[src/sv/rsl_pkg.sv]
package rsl_pkg;

    // defaults for the top-level parameters
    localparam int ENTRIES_DEF   = 128;
    localparam int TAG_BYTES_DEF = 32;

    // fixed field widths
    localparam int WORD_W   = 64;
    localparam int SLOT_W   = 7;
    localparam int STATUS_W = 2;

    // slots reachable by a write request
    localparam int SLOT_SPAN = 1 << SLOT_W;

    // request codes
    localparam logic CMD_LOOKUP = 1'b0;
    localparam logic CMD_WRITE  = 1'b1;

    // result status codes
    localparam logic [STATUS_W-1:0] ST_HIT  = 2'd0;
    localparam logic [STATUS_W-1:0] ST_FREE = 2'd1;
    localparam logic [STATUS_W-1:0] ST_FULL = 2'd2;

    // bit 31 of the first tag word marks an id
    localparam int ID_FLAG_BIT = 31;
    localparam int ID_W        = 32;

    // controller to datapath
    typedef struct packed {
        logic wr_en;
        logic scan_start;
        logic step;
        logic out_load;
    } t_rsl_cmd;

    // datapath to controller
    typedef struct packed {
        logic done;
        logic out_full;
    } t_rsl_sts;

endpackage

[src/sv/rsl_ctrl.sv]
module rsl_ctrl
    import rsl_pkg::*;
(
    input  logic     i_clk,
    input  logic     i_rst_n,
    input  logic     i_in_valid,
    input  logic     i_cmd,
    output logic     o_in_ready,
    input  t_rsl_sts i_sts,
    output t_rsl_cmd o_cmd
);

    localparam logic [1:0] S_IDLE = 2'd0;
    localparam logic [1:0] S_SCAN = 2'd1;
    localparam logic [1:0] S_HOLD = 2'd2;

    logic [1:0] r_state;
    logic [1:0] n_state;
    logic       w_accept;

    assign o_in_ready = (r_state == S_IDLE);
    assign w_accept   = i_in_valid && o_in_ready;

    always_comb begin
        n_state          = r_state;
        o_cmd.wr_en      = 1'b0;
        o_cmd.scan_start = 1'b0;
        o_cmd.step       = 1'b0;
        o_cmd.out_load   = 1'b0;
        case (r_state)
            S_IDLE: begin
                if (w_accept) begin
                    if (i_cmd == CMD_WRITE) begin
                        o_cmd.wr_en = 1'b1;
                    end else begin
                        o_cmd.scan_start = 1'b1;
                        n_state          = S_SCAN;
                    end
                end
            end
            S_SCAN: begin
                // stop issuing reads once the compare stage has its answer
                o_cmd.step = !i_sts.done;
                if (i_sts.done) begin
                    n_state = S_HOLD;
                end
            end
            S_HOLD: begin
                if (!i_sts.out_full) begin
                    o_cmd.out_load = 1'b1;
                    n_state        = S_IDLE;
                end
            end
            default: begin
                n_state = S_IDLE;
            end
        endcase
    end

    always_ff @(posedge i_clk) begin
        if (!i_rst_n) begin
            r_state <= S_IDLE;
        end else begin
            r_state <= n_state;
        end
    end

endmodule

[config.mk]
export PLATFORM = sky130hd
export DESIGN_NAME = rsl_ctrl
export DESIGN_NICKNAME = d
export VERILOG_FILES = /design/src/sv/rsl_pkg.sv /design/src/sv/rsl_ctrl.sv
export SDC_FILE = /design/constraint.sdc
export NUM_CORES = 1
export LEC_CHECK = 0
export ABC_AREA = 1
export ABC_CLOCK_PERIOD_IN_PS = 950
export CAP_MARGIN = 5
export CELL_PAD_IN_SITES_DETAIL_PLACEMENT = 0
export CELL_PAD_IN_SITES_GLOBAL_PLACEMENT = 2
export CORE_AREA = 3 3 40 42
export CTS_CLUSTER_DIAMETER = 200
export DETAILED_ROUTE_END_ITERATION = 8
export DIE_AREA = 0 0 43 45
export DONT_BUFFER_PORTS = 1
export PLACE_DENSITY_LB_ADDON = 0.1
export SETUP_SLACK_MARGIN = 0.2
export SLEW_MARGIN = 5
export SYNTH_ARGS = -nofsm -noshare
export SYNTH_HDL_FRONTEND = slang
export SYNTH_SLANG_ARGS = --single-unit
[constraint.sdc]
create_clock -name i_clk -period 0.95 [get_ports i_clk]
set_clock_uncertainty 0.05 [all_clocks]
set_input_delay 0.095 -clock i_clk [delete_from_list [all_inputs] [get_ports i_clk]]
set_output_delay 0.095 -clock i_clk [all_outputs]
set_load 0.02 [all_outputs]
# Word level (Yosys, flattened, before mapping)
# Cells that the tools add are included.
[totals]
ff_bits = 2
latchBits = 0
ram_bits = 0
rom_bits = 0
in_bits = 6
output_inout_bits = 5
memories = 0
[classes]
add_sub_neg = 0
mul = 0
div = 0
n_lt_le_gt_ge = 0
eq_ne = 6
shift = 0
mux = 12
bitwise = 0
reduce_logical = 4
[ops]
columns = ["op", "count"]
rows = [
  ["$mux W2", 6],
  ["$ne A2 B2 Y1 const B", 3],
  ["$pmux W2 S3", 1],
  ["$mux W1", 5],
  ["$reduce_and A4 Y1", 1],
  ["$eq A2 B1 Y1 const B", 1],
  ["$eq A2 B2 Y1 const B", 1],
  ["$logic_not A2 Y1", 1],
  ["$ne A2 B1 Y1 const B", 1],
  ["$logic_and A1 B1 Y1", 1],
  ["$logic_not A1 Y1", 1],
]

# Depth between registers and ports, before layout
[logic_depth]
word_depth = 4
mapped_depth = 5

# Worst setup path after synthesis
# OpenSTA, ideal clock, no wires.
[synth_timing]
path_kind = "reg2out"
start = "register r_state[1]"
end = "output o_cmd[2] in the netlist's numbering"
arrival_time_ns = 1.116
setup_slack_ns = -0.311
stages_incl_launch_ff = 4
path_buffers = 0
path_cell_list = "dfxtp_1 > nor2_2 > inv_2 > nor3_1"
[synth_rtl]
columns = ["element", "line", "rtl"]
rows = [
  ["from (decl)", "rsl_ctrl.sv:17", "logic [1:0] r_state;"],
  ["from (signal assigned)", "rsl_ctrl.sv:64", "r_state <= n_state;"],
  ["to (decl)", "rsl_ctrl.sv:10", "output t_rsl_cmd o_cmd"],
]

==> run summary <==
status: complete, but fails checks
failing checks: hold timing, setup timing
# Max-Cap Violations: 0
max-slew violations: 0
crit path max fanout: 3
critical path class: reg -> out
WP data required: 0.81 ns
Yosys cell types: 10
worst-case clock buffer depth: 2
RSZ-0062 raised after global routing: yes
vias in the first global route: 202
Total GRT Usage: 5.74%
post-place setup slack: 0.0211 ns
P_int: 296 µW
Yosys reg bits: 2
CTS Sinks: 2
total CTS buffers: 3
sequential power share: 24.2%
initial drt markers: 1
routed vias: 178
Final Cycle Share: 119%
Worst setup SP type: flop
DR WL/cell: 9.00 µm
share of cells above drive strength 1: 53.1%
Die Y-Extent: 45 µm
Synth area leader: dfxtp_1
via-per-instance ratio: 3.79
# DRC: 0
Largest Register: r_state
Pre-antenna DRT Iters: 2
area of the core: 1280 µm²
Cell Rows: 13
Reg area: 47.5 µm²
Remaining Overflow, GRT: 0
initial antenna violation count: 0
htree depth: 1
clock insertion delay at the later pin of the skew report: 0.23 ns
Psw: 128 µW
full die area: 1940 µm²
worst-margin pin slew: 0.268 ns
syn nets: 28
worst min path class: in -> reg
CP arrival: 0.99 ns
synthesized area: 128 µm²
combinational share of power: 26.9%
Layout area overhead: 122%
fin util: 22.0%
Clock Power Share: 48.8%
placed wire-length estimate: 357 µm
Syn Area/Cell: 5.80 µm²
Post-DRT Antenna Nets: 0
Seq/Total Area, Yosys: 31.4%
first-pass GRT wire length: 738 µm
Hold Buf Count CTS: 2
Starting Density: 9.93%
total wire length: 423 µm
Worst-path clk slew: 0.03 ns
R2R setup slack: 0.04 ns
fin nets: 39
hold_ws: -0.0175 ns
total number of yosys warnings: 0
CTS tree: yes
ANT cells: 0
I/O pin cnt: 11
RD Place Congestion: 0.625
Leak: 0.000128 µW
share of Yosys cell area claimed by the top area cell type: 31.4%
Largest register FFs: 2
Synth Instances: 22
fmax: 884 MHz
Fillers: 152
largest net degree at the start of global routing: 5
CP Capture Type: output pin
slew margin rel.: 82.1%
die span in x: 43 µm
Final min period: 1.13 ns
final hold violations: 1
maximum VDD drop: 337 µV
Final WS setup: -0.182 ns
Power Density: 1500 nW/µm²
multi-input logic area: 105 µm²
buffers added on ports: 0
Largest regs: r_state x2
clock root buffer: clkbuf_4
Switching Share: 30.2%
Synth area leaders: dfxtp_1, inv_1, nor3_1, nand2_1, nand3_1
# setup viols final: 5
-- layer usage --
metal / routed length, µm / global-route usage (%)
met1: 155 / 4.57
met3: 45 / 2.39
met2: 222 / 8.68
met4: 0 / 9.04
met5: 0 / 0
-- timing repair --
| action | 4_1_cts | 5_1_grt |
|---|---|---|
| cloned | 0 | 0 |
| buffers inserted | 2 | 0 |
| gates resized for setup | 5 | 0 |
| endpoints found under the hold margin | 2 | 1 |
| pin swaps | 2 | 0 |
| setup endpoints to repair | 7 | 7 |
-- worst paths after layout --
check,endpoint,start,depth (start not counted)
setup / recovery,o_cmd[3],r_state[1],3
hold reg to reg,r_state[1],r_state[0],2
setup reg to reg,r_state[0],r_state[1],5
hold / removal,r_state[1],i_sts[0],2
-- critical path: stages (launching register included) --
cell	delay (ns)
dfxtp_4	0.35
nor2_4	0.12
inv_2	0.07
nor3_4	0.22
-- logic make-up after synthesis --
| kind of cell | count (synthesis) | share of synthesized area, % |
|---|---|---|
| flops | 2 | 31.4 |
| simple gates | 11 | 40.2 |
| compound gates | 2 | 7.84 |
| buf+inv | 7 | 20.6 |
-- Yosys cell counts --
cell,number
inv_1,6
nor3_1,4
nand3_1,2
inv_2,1
o21ai_0,1
nand2_1,3
dfxtp_1,2
nor2_2,1
a21oi_1,1
nor2_1,1
-- power by group through the flow --
stage / logic, µW / clock network, µW / registers [µW]
after global routing: 125 / 231 / 104
after detailed placement: 91.7 / 0 / 103
after global placement: 91.0 / 0 / 103
final: 114 / 207 / 103
after CTS: 117 / 219 / 103
after floorplan: 70.6 / 0 / 102
-- layout by cell type, fill, tap and decap left out, types with 2 or more instances in the layout --
master / instances
buf_4: 3
clkbuf_4: 3
dfxtp_4: 2
dlygate4sd3_1: 2
inv_1: 4
inv_4: 2
nand2_1: 3
nand3_1: 2
nor3_4: 3
-- area by class of cell --
| class | instances | area share [%] |
|---|---|---|
| multi-input cells | 13 | 37.2 |
| repair buffers | 6 | 19.0 |
| flip-flops and latches | 2 | 16.8 |
| inverters | 7 | 11.1 |
| clock buffers | 4 | 9.29 |
| well taps | 15 | 6.64 |
-- metrics by stage --
| step | instance area, µm² | hold slack, ns | total power, µW | TNS (ns) | instances |
|---|---|---|---|---|---|
| CTS | 283 | -0.0199 | 439 | -0.818 | 47 |
| global placement | 210 | 0.168 | 194 | 0 | 39 |
| finish | 283 | -0.0175 | 424 | -0.735 | 47 |
| detailed placement | 210 | 0.167 | 195 | 0 | 39 |
| global route | 283 | -0.00873 | 460 | -1.02 | 47 |
| floorplan | 176 | 0.144 | 173 | -0.0624 | 22 |
Note: power is estimated with default switching activity, not from simulation.
